**src/wcu_pkg.sv**
```systemverilog
`default_nettype none

package wcu_pkg;

    localparam int WINDOW_DEPTH = 128;
    localparam int SHORT_LAG    = 1;
    localparam int MID_LAG      = 11;

    localparam int SLOT_W = $clog2(WINDOW_DEPTH);
    localparam int DATA_W = 32;
    localparam int PCT_W  = 7;
    localparam int CNT_W  = $clog2(DATA_W);

    typedef logic [SLOT_W-1:0] t_slot;
    typedef logic [DATA_W-1:0] t_word;
    typedef logic [PCT_W-1:0]  t_pct;

    localparam t_slot SLOT_LAST = t_slot'(WINDOW_DEPTH - 1);
    localparam t_slot SLOT_SPAN = t_slot'(WINDOW_DEPTH);
    localparam t_slot SHORT_OFF = t_slot'(SHORT_LAG % WINDOW_DEPTH);
    localparam t_slot MID_OFF   = t_slot'(MID_LAG % WINDOW_DEPTH);

    localparam t_pct PCT_MAX   = t_pct'(100);
    localparam t_pct PCT_SCALE = t_pct'(100);
    localparam logic [CNT_W-1:0] DIV_LAST = CNT_W'(DATA_W - 1);

    typedef struct packed {
        t_word user_time;
        t_word nice_time;
        t_word system_time;
        t_word idle_time;
        t_word iowait_time;
        t_word hardirq_time;
        t_word softirq_time;
        t_word steal_time;
        t_word guest_time;
    } t_in_req;

    typedef struct packed {
        t_pct instant_percent;
        t_pct short_percent;
        t_pct mid_percent;
        t_pct window_percent;
    } t_out_req;

    typedef struct packed {
        t_word total;
        t_word idle;
    } t_entry;

    typedef enum logic [1:0] {
        SEL_NEW   = 2'd0,
        SEL_SHORT = 2'd1,
        SEL_MID   = 2'd2,
        SEL_OLD   = 2'd3
    } t_sel;

    typedef struct packed {
        logic load;
        logic rd_en;
        t_sel rd_sel;
        logic prep;
        t_sel rate_sel;
        logic div_start;
        logic div_second;
        logic cap_first;
        logic fin;
        logic ring_write;
        logic out_load;
    } t_cmd;

    typedef struct packed {
        logic zero_all;
        logic carry;
        logic div_done;
        logic out_free;
    } t_sts;

    function automatic t_slot slot_back(input t_slot n, input t_slot off);
        if (n >= off) begin
            return n - off;
        end else begin
            return n + (SLOT_SPAN - off);
        end
    endfunction

    function automatic t_slot slot_next(input t_slot n);
        if (n == SLOT_LAST) begin
            return '0;
        end else begin
            return n + t_slot'(1);
        end
    endfunction

    function automatic t_pct pct_clamp(input t_word q);
        if (q >= t_word'(PCT_MAX)) begin
            return PCT_MAX;
        end else begin
            return q[PCT_W-1:0];
        end
    endfunction

endpackage

`default_nettype wire

```
**src/wcu_ctrl.sv**
```systemverilog
`default_nettype none

module wcu_ctrl
    import wcu_pkg::*;
(
    input  wire logic i_clk,
    input  wire logic i_rst_n,
    input  wire logic i_in_valid,
    output logic      o_in_stall,
    input  wire t_sts i_sts,
    output t_cmd      o_cmd
);

    typedef enum logic [13:0] {
        S_IDLE     = 14'h0001,
        S_RD_NEW   = 14'h0002,
        S_RD_SHORT = 14'h0004,
        S_RD_MID   = 14'h0008,
        S_RD_OLD   = 14'h0010,
        S_CAP      = 14'h0020,
        S_PREP     = 14'h0040,
        S_DIV1     = 14'h0080,
        S_WAIT1    = 14'h0100,
        S_CHK      = 14'h0200,
        S_WAIT2    = 14'h0400,
        S_FIN      = 14'h0800,
        S_WRITE    = 14'h1000,
        S_OUT      = 14'h2000
    } t_state;

    t_state r_state, n_state;
    t_sel   r_rate, n_rate;

    always_comb begin
        n_state = r_state;
        n_rate  = r_rate;
        o_cmd   = '0;
        o_cmd.rd_sel   = SEL_NEW;
        o_cmd.rate_sel = r_rate;
        case (r_state)
            S_IDLE: begin
                if (i_in_valid) begin
                    o_cmd.load = 1'b1;
                    n_state    = S_RD_NEW;
                end
            end
            S_RD_NEW: begin
                o_cmd.rd_en = 1'b1;
                n_state     = S_RD_SHORT;
            end
            S_RD_SHORT: begin
                o_cmd.rd_en  = 1'b1;
                o_cmd.rd_sel = SEL_SHORT;
                n_state      = S_RD_MID;
            end
            S_RD_MID: begin
                o_cmd.rd_en  = 1'b1;
                o_cmd.rd_sel = SEL_MID;
                n_state      = S_RD_OLD;
            end
            S_RD_OLD: begin
                o_cmd.rd_en  = 1'b1;
                o_cmd.rd_sel = SEL_OLD;
                n_state      = S_CAP;
            end
            S_CAP: begin
                n_rate  = SEL_NEW;
                n_state = S_PREP;
            end
            S_PREP: begin
                o_cmd.prep = 1'b1;
                n_state    = S_DIV1;
            end
            S_DIV1: begin
                if (i_sts.zero_all) begin
                    n_state = S_FIN;
                end else begin
                    o_cmd.div_start = 1'b1;
                    n_state         = S_WAIT1;
                end
            end
            S_WAIT1: begin
                o_cmd.cap_first = 1'b1;
                if (i_sts.div_done) begin
                    n_state = S_CHK;
                end
            end
            S_CHK: begin
                if (i_sts.carry) begin
                    o_cmd.div_start  = 1'b1;
                    o_cmd.div_second = 1'b1;
                    n_state          = S_WAIT2;
                end else begin
                    n_state = S_FIN;
                end
            end
            S_WAIT2: begin
                if (i_sts.div_done) begin
                    n_state = S_FIN;
                end
            end
            S_FIN: begin
                o_cmd.fin = 1'b1;
                case (r_rate)
                    SEL_NEW:   n_rate = SEL_SHORT;
                    SEL_SHORT: n_rate = SEL_MID;
                    SEL_MID:   n_rate = SEL_OLD;
                    default:   n_rate = SEL_NEW;
                endcase
                n_state = (r_rate == SEL_OLD) ? S_WRITE : S_PREP;
            end
            S_WRITE: begin
                o_cmd.ring_write = 1'b1;
                n_state          = S_OUT;
            end
            S_OUT: begin
                if (i_sts.out_free) begin
                    o_cmd.out_load = 1'b1;
                    n_state        = S_IDLE;
                end
            end
            default: begin
                n_state = S_IDLE;
            end
        endcase
    end

    always_ff @(posedge i_clk) begin
        if (!i_rst_n) begin
            r_state <= S_IDLE;
            r_rate  <= SEL_NEW;
        end else begin
            r_state <= n_state;
            r_rate  <= n_rate;
        end
    end

    assign o_in_stall = (r_state != S_IDLE);

    a_wait_hold: assert property (@(posedge i_clk) disable iff (!i_rst_n)
        (r_state == S_WAIT1 && !i_sts.div_done) |=> (r_state == S_WAIT1))
        else $error("left division wait early");

    a_last_rate: assert property (@(posedge i_clk) disable iff (!i_rst_n)
        (r_state == S_FIN && r_rate == SEL_OLD) |=> (r_state == S_WRITE))
        else $error("window rate did not close the item");

    a_write_once: assert property (@(posedge i_clk) disable iff (!i_rst_n)
        o_cmd.ring_write |=> (r_state == S_OUT && !o_cmd.ring_write))
        else $error("ring written twice for one request");

endmodule

`default_nettype wire

```
**config.mk**
```make
export PLATFORM = sky130hd
export DESIGN_NAME = wcu_ctrl
export DESIGN_NICKNAME = d
export VERILOG_FILES = /design/src/wcu_pkg.sv /design/src/wcu_ctrl.sv
export SDC_FILE = /design/constraint.sdc
export NUM_CORES = 1
export LEC_CHECK = 0
export BUFFER_PORTS_ARGS = -buffer_cell sky130_fd_sc_hd__buf_2
export CORE_MARGIN = 2
export CORE_UTILIZATION = 55
export DETAILED_ROUTE_END_ITERATION = 12
export PLACE_DENSITY = 0.8
export SYNTH_ARGS = -nofsm -noshare
export SYNTH_HDL_FRONTEND = slang
export SYNTH_SLANG_ARGS = --single-unit
```
**constraint.sdc**
```tcl
create_clock -name i_clk -period 2.9 [get_ports i_clk]
set_clock_uncertainty 0.05 [all_clocks]
set_input_delay 0.145 -clock i_clk [delete_from_list [all_inputs] [get_ports i_clk]]
set_output_delay 0.145 -clock i_clk [all_outputs]
set_load 0.05 [all_outputs]
```
# --- Yosys cells after proc, flatten, opt, wreduce, memory -nomap -nowiden ---
# Index checks and enable logic that the tools add are counted.
word_totals:
  register_bits: 16
  out_inout_bits: 14
classes:
  eq_ne: 22
  muxes: 24
  n_reduce_logical: 4
op_table:
  columns: ["operator", "count"]
  rows:
  - ["one-hot mux 14 bit (14 select lines)", 1]
  - ["2-to-1 mux 14 bit", 4]
  - ["2-to-1 mux 12 bit", 2]
  - ["== test 14 x 1 -> 1 bit, second input constant", 1]
  - ["== test 14 x 10 -> 1 bit, second input constant", 1]
  - ["== test 14 x 11 -> 1 bit, second input constant", 1]
  - ["== test 14 x 12 -> 1 bit, second input constant", 1]
  - ["== test 14 x 13 -> 1 bit, second input constant", 1]
  - ["== test 14 bit, second input constant", 1]
  - ["== test 14 x 2 -> 1 bit, second input constant", 1]
  - ["== test 14 x 3 -> 1 bit, second input constant", 1]
  - ["== test 14 x 4 -> 1 bit, second input constant", 1]
  - ["== test 14 x 5 -> 1 bit, second input constant", 1]
  - ["== test 14 x 6 -> 1 bit, second input constant", 1]
  - ["== test 14 x 7 -> 1 bit, second input constant", 1]
  - ["== test 14 x 8 -> 1 bit, second input constant", 1]
  - ["== test 14 x 9 -> 1 bit, second input constant", 1]
  - ["inequality test 14 x 1 -> 1 bit, second input constant", 1]
  - ["2-to-1 mux 13 bit", 1]
  - ["one-hot mux 2 bit (3 select lines)", 2]
  - ["2-to-1 mux 1 bit", 11]
  - ["inequality test 2 bit, second input constant", 4]
  - ["== test 2 bit, second input constant", 2]
  - ["one-hot mux 2 bit (2 select lines)", 1]
  - ["7 further kinds", 7]

# --- Logic depth before layout (Yosys ltp) ---
# Gate-level depths: netlist (run 1).
depth:
  ltp_word: 3
  depth_mapped: 7

# --- Worst setup path before layout (run 1) ---
# OpenSTA, ideal clock, no wires.
synth_path:
  path_kind: "flip-flop to output port"
  from: "reg r_state[0]"
  to: "out o_cmd[3] (netlist name)"
  arrival_ns: 2.257
  setup_slack_ns: 0.448
  path_stages_with_launch: 4
  path_buffers: 0
  path_cell_list: "dfxtp_1 nor4_2 nand4_1 nor3b_1"
synth_lines:
  columns: ["item", "line_no", "text"]
  rows:
  - ["from (decl)", "wcu_ctrl.sv:31", "t_state r_state, n_state;"]
  - ["from (signal assigned)", "wcu_ctrl.sv:133", "r_state <= n_state;"]
  - ["to (decl)", "wcu_ctrl.sv:11", "output t_cmd o_cmd"]

==> flow_summary.yaml, run 1 <==
layout:
  area_growth_syn_to_layout_pct: 13.97
  layout-drive-gt1-share_pct: 19.58
  n_antenna_cell: 0
  final_net_count: 155
  final_core_utilization_pct: 66.67
  final_area_mm2: 0.001164
critical_path:
  chain_of_cells_forming_the_critical_path: "nor4_2, nand4_1, nor3b_1, nand2_1, nand2_1, buf_2"
  timing.critical_path.to_type: "output port"
  max_stage_delay_ns: 0.63
  crit-reg2reg-launch: "r_state[13]"
  crit_family: "simple AND/OR/NAND/NOR gates"
  required_time_at_the_endpoint_of_the_critical_path_ns: 2.71
  crit_type: "reg2out"
  worst-r2r-setup-slack_ns: 0.74
  timing.critical_path.from_type: "flop"
  path_depth: 6
  slowest_stage: "sky130_fd_sc_hd__nor4_2"
  timing.critical_path.from: "r_state[0]"
  r2r_cells: 5
  critical_path.most_common_cell: "sky130_fd_sc_hd__nand2_1"
  path_max_fanout: 9
  r2r_end: "r_state[7]"
  arrival_ns: 2.32
  cp.buffers_inverters: 1
  crit_end: "o_cmd[5]"
clocking:
  cts_num_sinks: 16
  cts_tree: "done"
  cts_buffer_depth: 2
  numCtsBuffers: 3
  post_cts_resize_count: 0
  clock_latency_ns: 0.29
  cts_hold_repair.buffers: 0
  clkTransAtPathRegs_ns: 0.09
  cts_htree_levels: 1
  cts_setup_buffers: 0
  cts-root-buf: "sky130_fd_sc_hd__clkbuf_4"
routing:
  wl_per_cell_um: 13.74
  drt-vias-per-instance: 5.982
  antenna_left: 0
  drt-pass1-iter-count: 4
  drt-initial-drc-count: 40
  detailroute.via_count: 1005
  routed_wl_mm: 2.309
  drc: 0
sta:
  timing.final.setup_violations: 0
  final.setup.worst_slack_ns: 0.3886
  relative_slew_slack_pct: 56.35
  slew_worst_pin_ns: 0.6493
  period_minus_slack_ns: 2.511
  slew_viol_final: 0
  grt_setup_unrepaired: "no"
  fmaxAchievable_mhz: 398.2
  final.setup.tns_ns: 0
  final_min_period_over_clock_period_pct: 86.60
  hold_vio_cnt_final: 0
logic_synthesis:
  synthFlopType: "sky130_fd_sc_hd__dfxtp_1"
  post_synthesis_register_bit_count: 16
  synthesis.area_mm2: 0.001021
  synth_edf_count: 0
  synthesis.instances: 123
  synth.yosys.seq_area_share_pct: 31.37
  area_share_of_xor_xnor_cells_in_the_synthesized_design_pct: 3.431
  synth-async-reset-ratio_pct: 0
  post_synth_fa_ha_maj_area_fraction_pct: 3.676
  synth_top_area_cell: "sky130_fd_sc_hd__dfxtp_1"
  post_synth_main_area_contributors: "sky130_fd_sc_hd__dfxtp_1 (31%), sky130_fd_sc_hd__nor2_1 (4.0%), sky130_fd_sc_hd__nor3_1 (3.9%)"
  warnings_synthesis: 0
  synthDominantCellAreaShare_pct: 31.37
  netlist-cell-type-count: 40
  synth.mux.area_fraction_pct: 0
  synth_top_family_by_area: "simple AND/OR/NAND/NOR gates"
  synth-compound-area-share_pct: 16.05
  yosys.area_share.simple_pct: 41.05
  syn-mean-instance-area_um2: 8.301
  synth_nets: 133
run_status:
  status: "finished, final reports clean"
global_routing:
  largest_net_degree_at_the_start_of_global_routing: 10
  globalRouteTotalUtil_pct: 23.48
  grt_overflow: 0
  initial_antenna_violation_count: 0
  first_global_vias: 809
  wire_length_of_the_first_global_routing_pass_mm: 3.629
run:
  max_cap_viol_count: 0
floorplan:
  die_h_um: 47.09
  num_io_pins: 21
  die-area_mm2: 0.002217
  fp.dieW_um: 47.09
  initial_utilization_pct: 58.49
  coreArea_mm2: 0.001745
  placement_rows: 15
placement:
  routabilityCongestion: 0.8674
  dp_hpwl_mm: 1.720
  dp_slack_ns: 0.7182
  placed_area_mm2: 0.001141
  portBuffers: 20
power:
  leakage_nw: 0.5219
  worst_ir_drop_vdd_mv: 0.3216
  report.power.total_w: 0.0004869
  power_density_mw_per_mm2: 418.4
worst_hold_path:
  min-delay-path-class: "in2reg"
area by class of cell:
class | instances | area (um2)
clock buffers | 3 | 22.52
fillers | 153 | 581.8
inverters | 7 | 26.28
multi-input cells | 96 | 655.6
flip-flops and latches | 16 | 320.3
well taps | 25 | 31.28
repair buffers | 21 | 107.6
per-stage QoR:
step,std cells,hold WS (ns)
3_5_place_dp,165,0.4144
3_3_place_gp,165,0.3963
6_report,168,0.1022
2_1_floorplan,123,0.2125
5_1_grt,168,0.1191
4_1_cts,168,0.1087
layer usage:
metal | vias up | part of all wire [%] | global-route usage [%]
li1 | 501 | - | -
met1 | 457 | 45 | 32.31
met2 | 38 | 45 | 35.62
met3 | 9 | 6.8 | 3.846
met4 | 0 | 2.6 | 11.67
met5 | - | 0 | 0
cell families (layout without fill, tap and decap cells):
group | Yosys count | after routing
compound gates | 22 | 22
xor+xnor | 4 | 4
fa+ha+maj | 3 | 3
buf+inv | 11 | 31
flops | 16 | 16
simple gates | 67 | 67
cells in the mapped netlist (3+ instances only):
cell type                  number
sky130_fd_sc_hd__ha_1           3
sky130_fd_sc_hd__nand2_1       10
sky130_fd_sc_hd__o21ai_0        3
sky130_fd_sc_hd__nor2_1        11
sky130_fd_sc_hd__xnor2_1        3
sky130_fd_sc_hd__inv_1          7
sky130_fd_sc_hd__dfxtp_1       16
sky130_fd_sc_hd__nand3_1        3
sky130_fd_sc_hd__a21boi_1       4
sky130_fd_sc_hd__buf_2          3
sky130_fd_sc_hd__nor3b_1        3
sky130_fd_sc_hd__nor3_1         8
sky130_fd_sc_hd__or4_1          3
sky130_fd_sc_hd__and4b_1        3
sky130_fd_sc_hd__o21ai_1        3
sky130_fd_sc_hd__nand2b_1       3
sky130_fd_sc_hd__nand4_1        4
sky130_fd_sc_hd__nor4b_1        3
sky130_fd_sc_hd__nand3b_1       3
cell usage in the layout, fill, tap and decap left out, types with 2 or more instances in the layout:
cell type	count
sky130_fd_sc_hd__buf_2	20
sky130_fd_sc_hd__o21ai_0	3
sky130_fd_sc_hd__dfxtp_1	16
sky130_fd_sc_hd__nor4b_1	3
sky130_fd_sc_hd__nand3_1	3
sky130_fd_sc_hd__a21boi_1	4
sky130_fd_sc_hd__inv_1	7
sky130_fd_sc_hd__o211ai_1	2
sky130_fd_sc_hd__nand4_1	4
sky130_fd_sc_hd__nand2b_1	3
sky130_fd_sc_hd__nand3b_1	3
sky130_fd_sc_hd__nor4_2	2
sky130_fd_sc_hd__nor2_1	11
sky130_fd_sc_hd__or4_1	3
sky130_fd_sc_hd__o21ai_1	3
sky130_fd_sc_hd__and3_1	2
sky130_fd_sc_hd__and4b_1	3
sky130_fd_sc_hd__nand2_1	10
sky130_fd_sc_hd__ha_1	3
sky130_fd_sc_hd__o21a_1	2
sky130_fd_sc_hd__nor3_1	8
sky130_fd_sc_hd__and2_1	2
sky130_fd_sc_hd__nor3b_1	3
sky130_fd_sc_hd__a21oi_1	2
sky130_fd_sc_hd__xnor2_1	3
sky130_fd_sc_hd__clkbuf_4	3
worst reg2reg max path, stage by stage, from the launching register on:
cell,delay [ns]
sky130_fd_sc_hd__dfxtp_1,0.39
sky130_fd_sc_hd__nor4_4,0.40
sky130_fd_sc_hd__nand2_1,0.23
sky130_fd_sc_hd__or3_1,0.53
sky130_fd_sc_hd__o211ai_4,0.35
sky130_fd_sc_hd__nor4b_1,0.09
power by group:
part           leakage [nW]  internal [W]  switching, W
combinational         0.379     0.0000402     0.0000934
clock                0.0138     0.0000483     0.0000696
sequential            0.129      0.000226    0.00000929
flip-flops by register name, summed over array words and instances (netlist names):
register and count:
r_rate 2, r_state 14
worst min-delay path by stage:
stage	start	end	depth (start not counted)
floorplan	i_rst_n	r_state[13]	1
global placement	i_sts[2]	r_state[10]	3
detailed placement	i_sts[2]	r_state[11]	3
CTS	i_sts[2]	r_state[11]	3
global route	i_rst_n	r_state[13]	2
finish	i_sts[2]	r_state[11]	3
Note: power is estimated with default switching activity, not from simulation.
==> run 2, diff against run 1 <==
- CORE_UTILIZATION: 55 -> 53
- PLACE_DENSITY: 0.8 -> 0.78
- clock period: 2.9 -> 2.4 ns (I/O delays scaled with it)
==> run 2 against run 1 <==
Net effect: sequential power increased by 21%; clock power rose by 17%; final cell count increased by 1.8%; wire length is 6.8% higher; setup slack worse by 0.25 ns; global-route usage increased by 0.94 points; first-iteration DRC count down 33%; register-to-register slack worse by 0.35 ns; sequential share of layout area decreased by 0.96 points; largest cell class unchanged.
==> flow_summary.yaml, run 2 (same netlist as run 1, synthesis figures left out) <==
run_status:
  status: "finished, final reports clean"
power:
  internal_power_w: 0.0003875
  leakage_nw: 0.5463
  worst_ir_drop_vdd_mv: 0.3788
  power.share.sequential_pct: 47.6
  switchingPower_w: 0.0002101
  switching_share_pct: 35.16
  power_density_mw_per_mm2: 491.9
  power.share.clock_pct: 23.1
  comb_power_share_pct: 29.3
sta:
  period_minus_slack_ns: 2.262
  slew_worst_pin_ns: 0.5285
  final_min_period_over_clock_period_pct: 94.23
  grt_setup_unrepaired: "no"
  final.setup.tns_ns: 0
  slew_viol_final: 0
  fmaxAchievable_mhz: 442.2
  relative_slew_slack_pct: 64.50
  timing.final.setup_violations: 0
  hold_vio_cnt_final: 0
global_routing:
  initial_antenna_violation_count: 0
  largest_net_degree_at_the_start_of_global_routing: 10
  wire_length_of_the_first_global_routing_pass_mm: 3.898
  grt_overflow: 0
  first_global_vias: 875
  globalRouteTotalUtil_pct: 24.43
floorplan:
  die_h_um: 47.89
  num_io_pins: 21
  placement_rows: 15
  fp.dieW_um: 47.89
  initial_utilization_pct: 57.87
  coreArea_mm2: 0.001764
  die-area_mm2: 0.002293
routing:
  antenna_left: 0
  drt-initial-drc-count: 27
  drt-vias-per-instance: 5.936
  routed_wl_mm: 2.465
  detailroute.via_count: 1015
  drt-pass1-iter-count: 4
  drc: 0
  wl_per_cell_um: 14.42
run:
  max_cap_viol_count: 0
placement:
  routabilityCongestion: 0.8798
  dp_hpwl_mm: 1.817
  portBuffers: 20
  place.detailed.instances: 167
clocking:
  clock_latency_ns: 0.28
  cts-root-buf: "sky130_fd_sc_hd__clkbuf_4"
  cts_tree: "done"
  cts_num_sinks: 16
  numCtsBuffers: 3
  cts_buffer_depth: 2
  cts_htree_levels: 1
  clkTransAtPathRegs_ns: 0.09
  cts_hold_repair.buffers: 0
critical_path:
  timing.critical_path.from_type: "flop"
  timing.critical_path.from: "r_state[0]"
  timing.critical_path.to_type: "output port"
  r2r_cells: 5
  crit_type: "reg2out"
  arrival_ns: 2.09
  required_time_at_the_endpoint_of_the_critical_path_ns: 2.23
  path_max_fanout: 9
  crit-reg2reg-launch: "r_state[9]"
worst_hold_path:
  min_path_cells: 3
  min-delay-start: "i_sts[3]"
  min-delay-path-class: "in2reg"
layout:
  area_growth_syn_to_layout_pct: 19.00
  biggestRegsByFlops: "r_state x14, r_rate x2"
  final_common_cell: "sky130_fd_sc_hd__buf_2"
  final_core_utilization_pct: 68.87
  max_flop_register: "r_state"
  most_frequent_cells_in_the_layout: "sky130_fd_sc_hd__buf_2 (18), sky130_fd_sc_hd__dfxtp_1 (14), sky130_fd_sc_hd__nor2_1 (11)"
  final_net_count: 158
  largest_register_ffs: 14
  layout-drive-gt1-share_pct: 26.03
  instances_no_fill: 171
  n_antenna_cell: 0
[run 2: worst paths after layout]
check,end,slack [ns]
setup / recovery,o_cmd[4],0.14
hold / removal,r_state[8],0.07
setup reg to reg,r_state[2],0.39
hold reg to reg,r_rate[0],0.44
[run 2: stage by stage]
stage                     total power [W]  setup WS [ns]  instance area, um2  hold slack, ns
after floorplan                 0.0004170        0.04547                1031          0.1875
after global placement          0.0004575         0.3577                1166          0.3781
after detailed placement        0.0004597         0.3021                1166          0.3753
after CTS                       0.0005964        0.04158                1191         0.07267
after global routing            0.0006271       0.002167                1215         0.07187
final                           0.0005976         0.1384                1215         0.06895
[run 2: area by class of cell]
| cell class | count | area, um2 |
|---|---|---|
| Sequential cell | 16 | 322.8 |
| Timing Repair Buffer | 24 | 135.1 |
| Tap cell | 25 | 31.28 |
| Fill cell | 155 | 549.3 |
| Inverter | 7 | 26.28 |
| Multi-Input combinational cell | 96 | 676.9 |
| Clock buffer | 3 | 22.52 |
[run 2: power groups by stage]
stage          clock network, W  registers (W)  logic (W)
2_1_floorplan                 0       0.000288   0.000129
3_3_place_gp                  0       0.000290   0.000168
3_5_place_dp                  0       0.000290   0.000170
4_1_cts                0.000142       0.000284   0.000170
5_1_grt                0.000151       0.000287   0.000190
6_report               0.000138       0.000284   0.000175
[run 2: routing by layer]
metal,share of wire [%],GRT usage (%),vias up
met5,0,0,-
met1,47,31.52,480
met4,0.81,8.649,0
met2,47,39.73,26
met3,5.2,5.660,6
li1,-,-,503
[run 2: worst max-delay path: stages (launching register included)]
cell,delay [ns]
sky130_fd_sc_hd__dfxtp_1,0.35
sky130_fd_sc_hd__nor4_2,0.28
sky130_fd_sc_hd__buf_4,0.20
sky130_fd_sc_hd__nand4_1,0.20
sky130_fd_sc_hd__nor3b_1,0.32
sky130_fd_sc_hd__nand2_1,0.15
sky130_fd_sc_hd__inv_1,0.07
sky130_fd_sc_hd__buf_2,0.25
[run 2: repair_timing]
action,in CTS,in global routing
setup buffers,0,1
resized for setup,1,6
setup endpoints to repair,1,2
pin swaps,0,2
endpoints found under the hold margin,0,0
